## config.mk

```make
export PLATFORM = sky130hd
export DESIGN_NAME = dsl_byte_tokenizer_top
export DESIGN_NICKNAME = d
export VERILOG_FILES = /design/src/rtl/core/dbt_pkg.sv /design/src/rtl/core/dbt_scan.sv /design/src/rtl/core/dbt_tok_queue.sv /design/src/rtl/core/dsl_byte_tokenizer_top.sv
export SDC_FILE = /design/constraint.sdc
export NUM_CORES = 1
export LEC_CHECK = 0
export BUFFER_PORTS_ARGS = -buffer_cell sky130_fd_sc_hd__buf_2
export CORE_ASPECT_RATIO = 1.5
export CORE_MARGIN = 2
export CORE_UTILIZATION = 56
export CTS_CLUSTER_DIAMETER = 80
export DETAILED_ROUTE_END_ITERATION = 7
export PLACE_DENSITY = 0.82
export SLEW_MARGIN = 10
export SYNTH_ARGS = -nofsm -noshare
export SYNTH_HDL_FRONTEND = slang
export SYNTH_SLANG_ARGS = --single-unit
```

## constraint.sdc

```tcl
create_clock -name clk -period 4.2 [get_ports clk]
set_input_delay 0.42 -clock clk [delete_from_list [all_inputs] [get_ports clk]]
set_output_delay 0.42 -clock clk [all_outputs]
set_load 0.02 [all_outputs]
```

## src/rtl/core/dbt_pkg.sv

```systemverilog
// Shared types, token kinds and character classes for the byte tokenizer.
package dbt_pkg;

    // Token kinds
    localparam logic [4:0] KIND_IDENT  = 5'd12;
    localparam logic [4:0] KIND_NUMBER = 5'd13;
    localparam logic [4:0] KIND_FN     = 5'd14;
    localparam logic [4:0] KIND_LET    = 5'd15;
    localparam logic [4:0] KIND_TENSOR = 5'd16;
    localparam logic [4:0] KIND_ARROW  = 5'd17;
    localparam logic [4:0] KIND_F32    = 5'd18;
    localparam logic [4:0] KIND_I32    = 5'd19;
    localparam logic [4:0] KIND_CONST  = 5'd20;
    localparam logic [4:0] KIND_EOF    = 5'd21;

    // Characters with a role of their own
    localparam logic [7:0] CH_NUL   = 8'h00;
    localparam logic [7:0] CH_TAB   = 8'h09;
    localparam logic [7:0] CH_LF    = 8'h0A;
    localparam logic [7:0] CH_SPACE = 8'h20;
    localparam logic [7:0] CH_DASH  = 8'h2D;
    localparam logic [7:0] CH_GT    = 8'h3E;

    // Keyword spellings, last byte in the low bits
    localparam logic [47:0] KW_FN     = 48'h0000_0000_666E;
    localparam logic [47:0] KW_LET    = 48'h0000_006C_6574;
    localparam logic [47:0] KW_TENSOR = 48'h7465_6E73_6F72;
    localparam logic [47:0] KW_F32    = 48'h0000_0066_3332;
    localparam logic [47:0] KW_I32    = 48'h0000_0069_3332;
    localparam logic [47:0] KW_CONST  = 48'h0063_6F6E_7374;

    typedef enum logic [4:0] {
        MODE_IDLE    = 5'b00001,
        MODE_IDENT   = 5'b00010,
        MODE_NUMBER  = 5'b00100,
        MODE_DASH    = 5'b01000,
        MODE_COMMENT = 5'b10000
    } mode_t;

    typedef struct packed {
        logic [7:0] byte_req;
        logic       end_of_input;
    } in_t;

    typedef struct packed {
        logic [4:0]  kind;
        logic [15:0] start_res;
        logic [15:0] length;
        logic        last;
    } out_t;

    // Results of one word, handed from the scanner to the result queue
    typedef struct packed {
        logic [1:0] count;
        out_t       first;
        out_t       second;
    } scan_res_t;

    function automatic logic is_digit(input logic [7:0] b);
        return (b >= 8'h30) && (b <= 8'h39);
    endfunction

    function automatic logic ident_cont(input logic [7:0] b);
        return is_digit(b) || ((b >= 8'h61) && (b <= 8'h7A)) ||
               ((b >= 8'h41) && (b <= 8'h5A)) || (b == 8'h5F);
    endfunction

    // Punctuator lookup: bit 4 is hit, low bits the kind
    function automatic logic [4:0] punct_lookup(input logic [7:0] b);
        logic [4:0] r;
        case (b)
            8'h28:   r = {1'b1, 4'd0};
            8'h29:   r = {1'b1, 4'd1};
            8'h2C:   r = {1'b1, 4'd2};
            8'h3C:   r = {1'b1, 4'd3};
            8'h3E:   r = {1'b1, 4'd4};
            8'h3A:   r = {1'b1, 4'd5};
            8'h3B:   r = {1'b1, 4'd6};
            8'h7B:   r = {1'b1, 4'd7};
            8'h7D:   r = {1'b1, 4'd8};
            8'h5B:   r = {1'b1, 4'd9};
            8'h5D:   r = {1'b1, 4'd10};
            8'h3D:   r = {1'b1, 4'd11};
            default: r = 5'd0;
        endcase
        return r;
    endfunction

    // Keyword kind; short_len says the length fits in len3
    function automatic logic [4:0] kw_kind(input logic [47:0] kbuf,
                                           input logic        short_len,
                                           input logic [2:0]  len3);
        logic [4:0] k;
        k = KIND_IDENT;
        if (short_len)
        begin
            if (len3 == 3'd2 && kbuf == KW_FN)     k = KIND_FN;
            if (len3 == 3'd3 && kbuf == KW_LET)    k = KIND_LET;
            if (len3 == 3'd6 && kbuf == KW_TENSOR) k = KIND_TENSOR;
            if (len3 == 3'd3 && kbuf == KW_F32)    k = KIND_F32;
            if (len3 == 3'd3 && kbuf == KW_I32)    k = KIND_I32;
            if (len3 == 3'd5 && kbuf == KW_CONST)  k = KIND_CONST;
        end
        return k;
    endfunction

endpackage

```

## src/rtl/core/dbt_scan.sv

```systemverilog
// Scanner: token state and the up to two results that one source word causes.
module dbt_scan #(
    parameter int POSITION_BITS = 16
) (
    input  logic              clk,
    input  logic              rst_n,
    input  logic              accept,
    input  dbt_pkg::in_t      word,
    output dbt_pkg::scan_res_t res
);

    localparam int PB = POSITION_BITS;

    dbt_pkg::mode_t    mode_reg, mode_next;
    logic [PB-1:0]     pos_reg, pos_next;
    logic [PB-1:0]     start_reg, start_next;
    logic [47:0]       kbuf_reg, kbuf_next;

    logic [7:0]        b;
    logic              eof;
    logic [PB-1:0]     diff;
    logic [PB+15:0]    diff_ext;
    logic [PB+15:0]    pos_ext;
    logic [PB+15:0]    start_ext;
    logic [15:0]       tok_len;
    logic              short_len;
    logic [4:0]        punct;

    assign b         = word.byte_req;
    assign eof       = word.end_of_input || (b == dbt_pkg::CH_NUL);
    assign diff      = pos_reg - start_reg;
    assign diff_ext  = {16'd0, diff};
    assign pos_ext   = {16'd0, pos_reg};
    assign start_ext = {16'd0, start_reg};
    // Saturate the length to 16 bits
    assign tok_len   = (|diff_ext[PB+15:16]) ? 16'hFFFF : diff_ext[15:0];
    assign short_len = (diff_ext[PB+15:3] == '0);
    assign punct     = dbt_pkg::punct_lookup(b);

    // Walk the word through the open token, then through the idle rules
    always_comb
    begin
        logic done;
        logic [4:0] k;
        logic [15:0] s;
        logic [15:0] l;
        logic want;

        mode_next  = mode_reg;
        start_next = start_reg;
        kbuf_next  = kbuf_reg;
        pos_next   = eof ? '0 : pos_reg + PB'(1);
        res        = '0;
        done       = 1'b0;
        want       = 1'b0;
        k          = '0;
        s          = '0;
        l          = '0;

        if (mode_next == dbt_pkg::MODE_COMMENT)
        begin
            if (!eof)
            begin
                if (b == dbt_pkg::CH_LF)
                    mode_next = dbt_pkg::MODE_IDLE;
                done = 1'b1;
            end
            else
                mode_next = dbt_pkg::MODE_IDLE;
        end

        if (!done && mode_next == dbt_pkg::MODE_DASH)
        begin
            if (!eof && b == dbt_pkg::CH_DASH)
            begin
                mode_next = dbt_pkg::MODE_COMMENT;
                done = 1'b1;
            end
            else if (!eof && b == dbt_pkg::CH_GT)
            begin
                res.count = 2'd1;
                res.first = '{kind: dbt_pkg::KIND_ARROW, start_res: start_ext[15:0],
                              length: 16'd2, last: 1'b1};
                mode_next = dbt_pkg::MODE_IDLE;
                done = 1'b1;
            end
            else
                mode_next = dbt_pkg::MODE_IDENT;
        end

        // Close or extend an identifier or a number
        if (!done)
        begin
            if (mode_next == dbt_pkg::MODE_IDENT)
            begin
                if (!eof && dbt_pkg::ident_cont(b))
                begin
                    kbuf_next = {kbuf_reg[39:0], b};
                    done = 1'b1;
                end
                else
                begin
                    res.count = 2'd1;
                    res.first = '{kind: dbt_pkg::kw_kind(kbuf_reg, short_len, diff_ext[2:0]),
                                  start_res: start_ext[15:0], length: tok_len, last: 1'b0};
                    mode_next = dbt_pkg::MODE_IDLE;
                end
            end
            else if (mode_next == dbt_pkg::MODE_NUMBER)
            begin
                if (!eof && (dbt_pkg::is_digit(b) || b == 8'h2E))
                    done = 1'b1;
                else
                begin
                    res.count = 2'd1;
                    res.first = '{kind: dbt_pkg::KIND_NUMBER, start_res: start_ext[15:0],
                                  length: tok_len, last: 1'b0};
                    mode_next = dbt_pkg::MODE_IDLE;
                end
            end
        end

        // Handle the word as the start of something new
        if (!done)
        begin
            if (eof)
            begin
                want       = 1'b1;
                k          = dbt_pkg::KIND_EOF;
                s          = pos_ext[15:0];
                l          = 16'd0;
                mode_next  = dbt_pkg::MODE_IDLE;
                start_next = '0;
                kbuf_next  = '0;
            end
            else if (b == dbt_pkg::CH_SPACE || b == dbt_pkg::CH_TAB || b == dbt_pkg::CH_LF)
            begin
                mode_next = dbt_pkg::MODE_IDLE;
            end
            else if (b == dbt_pkg::CH_DASH)
            begin
                mode_next  = dbt_pkg::MODE_DASH;
                start_next = pos_reg;
                kbuf_next  = {40'd0, b};
            end
            else if (dbt_pkg::is_digit(b))
            begin
                mode_next  = dbt_pkg::MODE_NUMBER;
                start_next = pos_reg;
            end
            else if (punct[4])
            begin
                want = 1'b1;
                k    = {1'b0, punct[3:0]};
                s    = pos_ext[15:0];
                l    = 16'd1;
            end
            else
            begin
                mode_next  = dbt_pkg::MODE_IDENT;
                start_next = pos_reg;
                kbuf_next  = {40'd0, b};
            end

            // Append the new result, mark the final one of the word
            if (want)
            begin
                if (res.count == 2'd0)
                begin
                    res.count = 2'd1;
                    res.first = '{kind: k, start_res: s, length: l, last: 1'b1};
                end
                else
                begin
                    res.count  = 2'd2;
                    res.second = '{kind: k, start_res: s, length: l, last: 1'b1};
                end
            end
            else if (res.count == 2'd1)
                res.first.last = 1'b1;
        end
    end

    // Advance scan state on each accepted word
    always_ff @(posedge clk or negedge rst_n)
    begin
        if (!rst_n)
        begin
            mode_reg  <= dbt_pkg::MODE_IDLE;
            pos_reg   <= '0;
            start_reg <= '0;
            kbuf_reg  <= '0;
        end
        else if (accept)
        begin
            mode_reg  <= mode_next;
            pos_reg   <= pos_next;
            start_reg <= start_next;
            kbuf_reg  <= kbuf_next;
        end
    end

endmodule

```

## src/rtl/core/dbt_tok_queue.sv

```systemverilog
// Result queue: four token registers that take up to two results per cycle.
module dbt_tok_queue (
    input  logic               clk,
    input  logic               rst_n,
    input  logic               push,
    input  dbt_pkg::scan_res_t res,
    output logic               space,
    output logic               tok_valid,
    input  logic               tok_ready,
    output dbt_pkg::out_t      tok
);

    dbt_pkg::out_t entry_reg [4];
    logic [1:0]    wr_reg, wr_next;
    logic [1:0]    rd_reg, rd_next;
    logic [2:0]    cnt_reg, cnt_next;
    logic [1:0]    n_push;
    logic          pop;

    assign n_push    = push ? res.count : 2'd0;
    assign pop       = tok_valid && tok_ready;
    assign tok_valid = (cnt_reg != 3'd0);
    assign tok       = entry_reg[rd_reg];
    // Room for two more results
    assign space     = (cnt_reg <= 3'd2);

    assign wr_next  = wr_reg + n_push;
    assign rd_next  = rd_reg + {1'b0, pop};
    assign cnt_next = cnt_reg + {1'b0, n_push} - {2'b0, pop};

    // Write the results of a word at the tail
    always_ff @(posedge clk)
    begin
        if (n_push != 2'd0)
            entry_reg[wr_reg] <= res.first;
        if (n_push == 2'd2)
            entry_reg[wr_reg + 2'd1] <= res.second;
    end

    // Advance pointers and fill count
    always_ff @(posedge clk or negedge rst_n)
    begin
        if (!rst_n)
        begin
            wr_reg  <= '0;
            rd_reg  <= '0;
            cnt_reg <= '0;
        end
        else
        begin
            wr_reg  <= wr_next;
            rd_reg  <= rd_next;
            cnt_reg <= cnt_next;
        end
    end

endmodule

```

## src/rtl/core/dsl_byte_tokenizer_top.sv

```systemverilog
// A token enters the result queue registers when the source word that ends it is taken.
// Throughput: one source word per cycle while req_ready is high; a word gives zero, one or two tokens.
// A four-entry result queue feeds tok one token a cycle while tok_ready is high; req_ready drops while
// more than two tokens wait, so words that end two tokens in a row slow intake.
// Reset clears scan mode, offsets, keyword buffer and queue; no init sweep.
module dsl_byte_tokenizer_top #(
    parameter int POSITION_BITS = 16
) (
    input  logic          clk,
    input  logic          rst_n,
    input  logic          req_valid,
    output logic          req_ready,
    input  dbt_pkg::in_t  req,
    output logic          tok_valid,
    input  logic          tok_ready,
    output dbt_pkg::out_t tok
);

    dbt_pkg::scan_res_t res;
    logic               accept;
    logic               space;

    assign req_ready = space;
    assign accept    = req_valid && req_ready;

    // Scan state and per-word results
    dbt_scan #(
        .POSITION_BITS (POSITION_BITS)
    ) u_scan (
        .clk    (clk),
        .rst_n  (rst_n),
        .accept (accept),
        .word   (req),
        .res    (res)
    );

    // Hold tokens until taken
    dbt_tok_queue u_queue (
        .clk       (clk),
        .rst_n     (rst_n),
        .push      (accept),
        .res       (res),
        .space     (space),
        .tok_valid (tok_valid),
        .tok_ready (tok_ready),
        .tok       (tok)
    );

endmodule

```

==> impl_metrics.tcl, run 1 <==
set metrics [dict create \
    outcome "complete, no violations" \
    power.switching_w 0.00306 \
    synthArstFlopShare_pct 37.7 \
    initial_utilization_pct 56.6 \
    synth_nets 1280 \
    required_ns 4.44 \
    antenna_left 0 \
    fin_skew_ns 0.0222 \
    p_int_w 0.00525 \
    dr_total_vias 10999 \
    routedWlPerCell_um 23.5 \
    path_class "register to register" \
    whs_ns 0.265 \
    grt_max_degree 54 \
    period_share_pct 95.3 \
    cp.arrival_ns 4.25 \
    power.share.sequential_pct 37.6 \
    antenna_cells 0 \
    place.gp.congestion 1.01 \
    pwr-share-comb_pct 36.3 \
    syn_area_sq_um 12900 \
    die_area_sq_um 24300 \
    drtIter0Drc 1127 \
    grt_pass1_vias 10655 \
    final-hold-violation-count 0 \
    synthCells 1243 \
    ys_seq_area_share_pct 48.5 \
    rows 68 \
    cts_tree "built" \
    pwr_density_cell_nw_per_um2 574 \
    dr.pass1.iters 5 \
    max_slew_margin_pct 36.7 \
    nFillCells 1791 \
    drt_wl_total_um 37300 \
    final_nets 1326 \
    worstHoldPathType "input port to register" \
    worst_pin_slew_ns 0.947 \
    worstPathMaxFanout 4 \
    htreeDepth 1 \
    finalSetupTns_ns 0 \
    cts_setup_buffers 0 \
    rsz0062_at_grt "no" \
    finalMaxSlewViolations 0 \
    path_clk_slew_ns 0.07 \
    core-area_sq_um 22800 \
    cts.sinks 244 \
    grt-ovfl-total 0 \
    hpwl_um 25800 \
    dieWidth_um 128 \
    cap_violations 0 \
    period_needed_ns 4.00 \
    synth.avg_cell_area_sq_um 10.4 \
    cts_buffers 22 \
    io_buffers 52 \
    synthFlopType "edfxtp_1" \
    ys_seq_elements 244 \
    clock_path_buffers 3 \
    largest_reg_flops 152 \
    fmax_ghz 0.250 \
    multiInputGateArea_sq_um 6240 \
    seqCellArea_sq_um 6270 \
    leakage_nw 5.41 \
    clk_latency_ns 0.52 \
    ir_drop_mv 0.356 \
    vias_per_cell 6.94 \
    antenna_found_initial 0 \
    start_kind "register" \
    root_buffer "clkbuf_16" \
    grt_usage_pct 30.8 \
    synthToLayoutAreaGrowth_pct 12.1 \
    setup_violations 0 \
    synth_warnings 0 \
    power.share.clock_pct 26.1 \
    end_kind "register" \
    grt_pass1_wl_um 58900 \
    layout-drive-gt1-share_pct 16.4 \
    yosysUniqueCellTypes 77 \
    synth_edf_count 92 \
    switching_share_pct 36.8 \
    pin_count 53 \
    fp.dieH_um 190 \
    drc_errors 0 \
]
-- placed cells by master, fill, tap and decap left out, types with 9 or more instances in the layout --
cell type,netlist,routed
clkbuf_16,0,23
dfrtp_1,91,90
o21ai_0,43,42
inv_1,33,33
edfxtp_1,92,92
a21oi_1,59,58
buf_2,21,51
buf_4,0,54
a211oi_1,9,9
dfxtp_1,60,60
nor4_1,14,13
o22ai_1,67,67
mux4_2,38,38
o31ai_1,13,13
a22oi_1,22,22
xor2_1,11,11
nor2_1,69,69
ha_1,22,22
o21ai_1,10,11
nand4_1,15,15
a21o_1,14,14
a22o_1,80,80
nor3_1,31,29
nand2b_1,14,14
nand2_1,153,152
xnor2_1,14,14
and3_1,11,11
nand3_1,32,32
-- power by group through the flow --
stage	Sequential (W)	Clock, W	Combinational [W]
4_1_cts	0.00312	0.00218	0.00297
3_5_place_dp	0.00317	0	0.00294
3_3_place_gp	0.00315	0	0.00289
2_1_floorplan	0.00301	0	0.00217
6_report	0.00313	0.00217	0.00302
5_1_grt	0.00317	0.00227	0.00322
-- layer usage --
layer	vias to the layer above	share of wire, %	global-route usage [%]
met5	-	0	0
met4	0	5.7	14.9
met3	152	8.1	5.20
met2	638	50	52.7
met1	5352	36	37.8
li1	4857	-	-
-- final timing paths --
check	startpoint	end	slack, ns	depth (start not counted)
min	tok_ready	u_queue.rd_reg[0]	0.26	3
max	u_scan.pos_reg[0]	u_queue.entry_reg[3][35]	0.20	12
max reg2reg	u_scan.pos_reg[0]	u_queue.entry_reg[3][35]	0.20	12
min in group asynchronous	rst_n	u_scan.pos_reg[15]	0.50	2
max in group asynchronous	rst_n	u_scan.kbuf_reg[8]	2.71	3
min reg2reg	u_queue.entry_reg[2][11]	u_queue.entry_reg[2][11]	0.45	2
-- cells in the mapped netlist, drive strengths merged (31+ instances only) --
| library cell | instances | area, sq um |
|---|---|---|
| nor3 | 31 | 155 |
| dfrtp | 91 | 2280 |
| edfxtp | 92 | 2760 |
| o21ai | 53 | 265 |
| mux4 | 38 | 856 |
| inv | 34 | 128 |
| clkbuf | 59 | 221 |
| dfxtp | 60 | 1200 |
| nor2 | 72 | 288 |
| a22o | 80 | 701 |
| nand2 | 153 | 574 |
| nand3 | 32 | 160 |
| a21oi | 59 | 295 |
| o22ai | 67 | 419 |
-- repair_timing --
action	in CTS	in global routing
endpoints found under the hold margin	51	0
hold buffers	1	0
gates resized for setup	0	3
setup endpoints to repair	0	7
-- kinds of logic (layout without fill, tap and decap cells) --
| group | count (synthesis) | count (layout) | share of synthesized area, % |
|---|---|---|---|
| buffers and inverters | 119 | 181 | 3.66 |
| flip-flops | 244 | 244 | 48.5 |
| AND/OR/NAND/NOR | 411 | 411 | 16.0 |
| XOR/XNOR | 25 | 25 | 1.70 |
| adder cells (fa/ha/maj) | 24 | 24 | 2.44 |
| AO/OA/AOI/OAI | 380 | 380 | 20.9 |
| multiplexers | 40 | 40 | 6.78 |
-- per-stage QoR --
stage	power, W	instance area [sq um]	instances	setup WS [ns]	util, %
2_1_floorplan	0.00518	12900	1243	0.0707	-
3_3_place_gp	0.00604	13700	1544	0.223	59.9
6_report	0.00831	14500	1585	0.196	63.5
5_1_grt	0.00867	14500	1585	0.00191	63.5
4_1_cts	0.00827	14500	1585	0.0691	63.4
3_5_place_dp	0.00611	13700	1544	0.0742	59.9
-- cell type report --
type                    count  area share (%)
flip-flops and latches    244            43.3
multi-input cells         880            43.1
repair buffers            107            4.77
clock buffers              32            4.76
well taps                 280            2.42
inverters                  34           0.908
clock inverters             8           0.692
-- critical path, cell delays in order, from the launching register on --
cell and delay [ns]:
dfrtp_1 0.38, inv_1 0.14, ha_1 0.19, inv_1 0.06
fa_1 0.43, a211oi_1 0.41, o211ai_1 0.25, a211o_1 0.33
nor4_1 0.28, o2111ai_1 0.20, or2_2 0.35, o41ai_2 0.53
o22ai_1 0.19
Note: power is estimated with default switching activity, not from simulation.
==> run 2: changes to the inputs <==
- ABC_AREA: not set -> 1
- CELL_PAD_IN_SITES_DETAIL_PLACEMENT: not set -> 0
- CELL_PAD_IN_SITES_GLOBAL_PLACEMENT: not set -> 1
- CORE_UTILIZATION: 56 -> 42
- HOLD_SLACK_MARGIN: not set -> 0.03
- PLACE_DENSITY: 0.82 -> 0.83
==> run 2 against run 1 <==
Final area is 8.3% higher. Clock power about the same. Highest routed layer unchanged. Sequential share of layout area decreased by 3.3 points. Core utilization down 17 points. Non-clock buffer count is 21 lower. Critical path type unchanged. Largest cell class is now multi-input gates. Flip-flop and latch count is the same. Wire length is 18% higher. Register-to-register slack improved by 0.26 ns. Critical endpoint unchanged. Clock skew fell by 0.012 ns. Sequential power rose by 5%. Clock-buffer cell count decreased by 1. First-iteration DRC count down 22%.
==> impl_metrics.tcl, run 2 <==
set metrics [dict create \
    ir_drop_mv 0.343 \
    routedWlPerCell_um 18.2 \
    yosysTopAreaCell "edfxtp_1" \
    finalMaxSlewViolations 0 \
    worst_pin_slew_ns 1.05 \
    hpwl_um 30700 \
    synth_warnings 0 \
    synth.top_cell.area_share_pct 19.3 \
    rsz0062_at_grt "no" \
    cp.arrival_ns 4.05 \
    cpMaxStageDelayCell "fa_1" \
    layout_common_cells "nand2_1 (418), nor2_1 (313), o21ai_0 (202), inv_1 (185), nand3_1 (125)" \
    layout_commonest_cell "nand2_1" \
    drt_wl_total_um 44000 \
    setup_violations 0 \
    finalSetupTns_ns 0 \
    grt_pass1_vias 12976 \
    cts_tree "built" \
    dp_cells 2364 \
    leakage_nw 7.26 \
    antenna_left 0 \
    rows 82 \
    outcome "complete, no violations" \
    io_buffers 52 \
    pin_count 53 \
    drc_errors 0 \
    vias_per_cell 5.54 \
    antenna_found_initial 0 \
    period_share_pct 89.2 \
    holdPathStages 3 \
    htreeDepth 1 \
    synthToLayoutAreaGrowth_pct 9.80 \
    dr_total_vias 13356 \
    grt_pass1_wl_um 69900 \
    synthCells 1945 \
    clock_path_buffers 3 \
    die_area_sq_um 35500 \
    yosysMostFrequentCell "nand2_1" \
    ys_top_cells_by_count "nand2_1 (418), nor2_1 (313), o21ai_0 (202)" \
    cts.sinks 244 \
    layout-drive-gt1-share_pct 9.64 \
    crit_cells 15 \
    cts_buffers 26 \
    synth.avg_cell_area_sq_um 7.34 \
    ys_seq_elements 244 \
    final-hold-violation-count 0 \
    fin_skew_ns 0.0106 \
    fmax_ghz 0.267 \
    start_kind "register" \
    worstHoldPathType "input port to register" \
    synth_edf_count 92 \
    critPathMaxStageDelay_ns 0.66 \
    fp.dieH_um 230 \
    path_common_cell "nand2_1" \
    path_class "register to register" \
    synth_nets 1982 \
    crit_chain "inv_1 > ha_1 > inv_1 > fa_1 > nand2_1 > nor3_1 > inv_1 > nor4_1 > nand4_1 > o21ai_0 > nand3_1 > nand2_1 > o21ai_0 > nand2_1 > nand2_1" \
    path_clk_slew_ns 0.06 \
    root_buffer "clkbuf_16" \
    yosysUniqueCellTypes 53 \
    final_nets 2010 \
    max_slew_margin_pct 29.5 \
    crit_family "simple AND/OR/NAND/NOR gates" \
    largest_reg_flops 152 \
    place.gp.congestion 0.909 \
    synthFlopType "edfxtp_1" \
    antenna_cells 0 \
    grt-ovfl-total 0 \
    cap_violations 0 \
    final_cell_count_no_fill 2412 \
    initial_utilization_pct 42.7 \
    clk_latency_ns 0.55 \
    end_kind "register" \
    pwr_density_cell_nw_per_um2 672 \
    core-area_sq_um 33400 \
    drtIter0Drc 884 \
    ff2ff_path_depth 15 \
    worstPathMaxFanout 5 \
    grt_usage_pct 24.7 \
    yosys-top-cells-area "edfxtp_1 (19%), dfrtp_1 (16%), nand2_1 (11%)" \
    syn_area_sq_um 14300 \
    dieWidth_um 155 \
    synthArstFlopShare_pct 37.7 \
    period_needed_ns 3.75 \
    grt_max_degree 86 \
    dr.pass1.iters 6 \
    cp_num_buf_inv 3 \
    ys_seq_area_share_pct 43.9 \
    required_ns 4.50 \
]
[run 2: cell types whose count changed after synthesis, sizes merged, moves of 18 or more]
cell   delta
nand2   +279
nand3   +101
a22o     -80
nand4    +18
inv     +163
nor2    +261
o21ai   +193
a22oi    -21
mux4     -38
[run 2: layout make-up]
| cell class | count | area (sq um) |
|---|---|---|
| clock buffer | 31 | 691 |
| clock inverter | 16 | 108 |
| fill | 3414 | 17800 |
| inverter | 200 | 763 |
| multi-input combinational | 1415 | 6790 |
| sequential | 244 | 6270 |
| tap | 420 | 526 |
| timing repair buffer | 86 | 533 |
[run 2: timing repair]
action	CTS	global route
hold endpoints to repair	28	0
buffers inserted	0	0
resized for setup	0	0
hold buffers	1	0
[run 2: worst paths after layout]
kind / startpoint / to / slack (ns)
worst min-delay path: req[1] / u_scan.kbuf_reg[0] / 0.19
max in group asynchronous: rst_n / u_scan.kbuf_reg[24] / 2.90
worst max-delay path: u_scan.pos_reg[0] / u_queue.entry_reg[3][35] / 0.45
min in group asynchronous: rst_n / u_scan.mode_reg[3] / 0.38
worst max register to register: u_scan.pos_reg[0] / u_queue.entry_reg[3][35] / 0.45
worst min register to register: u_queue.entry_reg[2][10] / u_queue.entry_reg[2][10] / 0.46
[run 2: worst min-delay path, delay by kind of cell]
kind | cells | cell delay, ns
AND/OR/NAND/NOR | 1 | 0.06
AO/OA/AOI/OAI | 1 | 0.09
buffers and inverters | 1 | 0.13
[run 2: cells by family (layout without fill, tap and decap cells)]
logic type               after synthesis  after routing  share of synthesized area [%]
AND/OR/NAND/NOR                      978            978                           29.4
AO/OA/AOI/OAI                        399            399                           15.1
buffers and inverters                286            333                           8.59
flip-flops                           244            244                           43.9
XOR/XNOR                              14             14                          0.859
adder cells (fa/ha/maj)               24             24                           2.21
[run 2: routing by layer]
metal | routed length (um) | share of wire, % | up-vias | track usage [%]
li1 | - | - | 6537 | -
met1 | 17500 | 40 | 6287 | 29.2
met2 | 21800 | 50 | 416 | 44.1
met3 | 2540 | 5.8 | 116 | 3.43
met4 | 2110 | 4.8 | 0 | 11.5
met5 | 0 | 0 | - | 0
[run 2: stage by stage]
| stage | worst slack (ns) | util, % | power [W] | area (sq um) | hold slack, ns |
|---|---|---|---|---|---|
| after floorplan | 0.642 | - | 0.00678 | 14300 | 0.124 |
| after global placement | 0.485 | 44.5 | 0.00829 | 14900 | 0.415 |
| after detailed placement | 0.399 | 44.5 | 0.00836 | 14900 | 0.415 |
| after CTS | 0.593 | 46.9 | 0.0106 | 15700 | 0.178 |
| after global routing | 0.329 | 46.9 | 0.0113 | 15700 | 0.216 |
| final | 0.452 | 46.9 | 0.0105 | 15700 | 0.187 |
[run 2: power breakdown]
part           internal [W]  total, W  switching, W
Sequential          0.00300   0.00328      0.000277
Combinational       0.00147   0.00506       0.00359
Clock               0.00123   0.00220      0.000972
==> run 3: changes to the inputs <==
- CORE_UTILIZATION: 42 -> 46
- PLACE_DENSITY: 0.83 -> not set
- PLACE_DENSITY_LB_ADDON: not set -> 0.3
- clock period: 4.2 -> 3.6 ns (I/O delays scaled with it)
==> run 3 against run 2 <==
Critical path depth increased by 3. Fmax grew 15%. Clock-buffer cell count shrank 1. Final cell count up 0.12%. Non-clock buffer count is 17 higher. Wire length shrank 2.1%. Flip-flop and latch count unchanged. Core utilization increased by 4.9 points. Highest routed layer unchanged.
==> impl_metrics.tcl, run 3 (same netlist as run 2, synthesis figures left out) <==
set metrics [dict create \
    wl_met2_um 22200 \
    fp.dieH_um 220 \
    rsz0062_at_grt "no" \
    setup_slack_ns 0.345 \
    initial_utilization_pct 46.3 \
    place.gp.congestion 0.928 \
    final-hold-violation-count 0 \
    setup_violations 0 \
    path_common_cell "nand2_1" \
    io_buffers 52 \
    layout_commonest_cell "nand2_1" \
    path_class "register to register" \
    wirelength_met1_um 17400 \
    ir_drop_mv 0.393 \
    power.switching_w 0.00569 \
    routedWlPerCell_um 17.8 \
    antenna_left 0 \
    path_clk_slew_ns 0.07 \
    cpMaxStageDelayCell "dfstp_2" \
    pwr-share-comb_pct 47.5 \
    pwr_density_cell_nw_per_um2 789 \
    largest_reg_flops 152 \
    switching_share_pct 45.2 \
    synthToLayoutAreaGrowth_pct 11.8 \
    cp_num_buf_inv 3 \
    rows 79 \
    drtIter0Drc 919 \
    crit_chain "inv_1 > nand4_1 > inv_1 > nand3_1 > nand3_2 > nor2_2 > nand3_1 > nand2_1 > nand2_2 > nand2_1 > ha_1 > nand4_1 > nand2_1 > nand2_1 > inv_1 > ha_1 > fa_1 > xnor2_1" \
    final_util_pct 51.8 \
    leakage_nw 7.41 \
    cts_tree "built" \
    cp.arrival_ns 3.69 \
    finalSetupTns_ns 0 \
    end_kind "register" \
    grt_pass1_wl_um 68800 \
    p_int_w 0.00691 \
    critPathMaxStageDelay_ns 0.52 \
    grt_usage_pct 26.7 \
    drc_errors 0 \
    required_ns 4.04 \
    cap_violations 0 \
    drt_wl_total_um 43100 \
    layout_common_cells "nand2_1 (418), nor2_1 (313), o21ai_0 (201), inv_1 (185), nand3_1 (125)" \
    grt_max_degree 86 \
    whs_ns 0.145 \
    grt-ovfl-total 0 \
    dr_total_vias 13368 \
    start_kind "register" \
    worst_pin_slew_ns 0.866 \
    period_share_pct 90.4 \
    dp_slack_ns 0.0591 \
    dr_wl_met3_um 2090 \
    fmax_ghz 0.307 \
    top_layer_used "met4" \
    period_needed_ns 3.25 \
    htreeDepth 1 \
    fin_skew_ns 0.0176 \
    core-area_sq_um 30800 \
    die_area_sq_um 32500 \
    dieWidth_um 148 \
    layout-drive-gt1-share_pct 10.6 \
    final_nets 2027 \
    power.share.clock_pct 22.1 \
    cts_buffers 26 \
    pin_count 53 \
    cts.sinks 244 \
    worstPathMaxFanout 6 \
    grt_pass1_vias 12885 \
    antenna_cells 0 \
    dr.pass1.iters 7 \
    vias_per_cell 5.54 \
    worstHoldPathType "input port to register" \
    root_buffer "clkbuf_16" \
    power.share.sequential_pct 30.5 \
    finalMaxSlewViolations 0 \
    cts_setup_buffers 0 \
    hpwl_um 30100 \
    max_slew_margin_pct 42.3 \
    crit_family "simple AND/OR/NAND/NOR gates" \
    outcome "complete, no violations" \
    antenna_found_initial 0 \
    clk_latency_ns 0.55 \
    clock_path_buffers 3 \
]
-- run 3: cell types whose count changed in the layout (fill, tap and decap cells not counted), sizes merged --
cell / change
clkinvlp: +1
clkbuf: -1
bufinv: +2
clkinv: -3
buf: +17
inv: +2
-- run 3: worst paths after layout --
check / startpoint / end / slack, ns / cells past startpoint
min in group asynchronous: rst_n / u_scan.kbuf_reg[45] / 0.41 / 2
max in group asynchronous: rst_n / u_scan.mode_reg[0] / 2.36 / 3
worst max-delay path: u_scan.mode_reg[0] / u_queue.cnt_reg[2] / 0.35 / 18
worst min register to register: u_queue.entry_reg[1][9] / u_queue.entry_reg[1][9] / 0.46 / 2
worst min-delay path: req[1] / u_scan.kbuf_reg[0] / 0.14 / 3
worst max register to register: u_scan.mode_reg[0] / u_queue.cnt_reg[2] / 0.35 / 18
-- run 3: power by group through the flow --
| stage | sequential [W] | clock (W) | combinational, W |
|---|---|---|---|
| floorplan | 0.00378 | 0 | 0.00413 |
| global route | 0.00389 | 0.00293 | 0.00669 |
| CTS | 0.00383 | 0.00283 | 0.00598 |
| detailed placement | 0.00388 | 0 | 0.00595 |
| global placement | 0.00387 | 0 | 0.00588 |
| finish | 0.00384 | 0.00278 | 0.00598 |
-- run 3: repair_timing --
action | 4_1_cts | 5_1_grt
gates resized for setup | 0 | 2
hold buffers | 1 | 0
setup endpoints to repair | 0 | 4
hold endpoints to repair | 51 | 0
-- run 3: per-layer routing --
layer	up-vias	global-route usage, %
li1	6558	-
met4	0	9.68
met5	-	0
met3	83	2.51
met1	6345	32.8
met2	382	48.6
-- run 3: area by class of cell --
cell class / count / area, sq um
fill: 3036 / 14900
clock inverter: 18 / 186
timing repair buffer: 103 / 761
clock buffer: 30 / 687
tap: 405 / 507
multi-input combinational: 1415 / 6800
inverter: 200 / 763
sequential: 244 / 6270
-- run 3: metrics by stage --
step	power (W)	area, sq um	std cells
after floorplan	0.00791	14300	1945
after global placement	0.00975	15100	2366
after detailed placement	0.00983	15100	2366
after CTS	0.0126	16000	2415
after global routing	0.0135	16000	2415
final	0.0126	16000	2415
-- run 3: worst min-delay path: cells and delay by family --
| family | cells | cell delay (ns) |
|---|---|---|
| buffers and inverters | 1 | 0.12 |
| AND/OR/NAND/NOR | 1 | 0.06 |
| AO/OA/AOI/OAI | 1 | 0.10 |
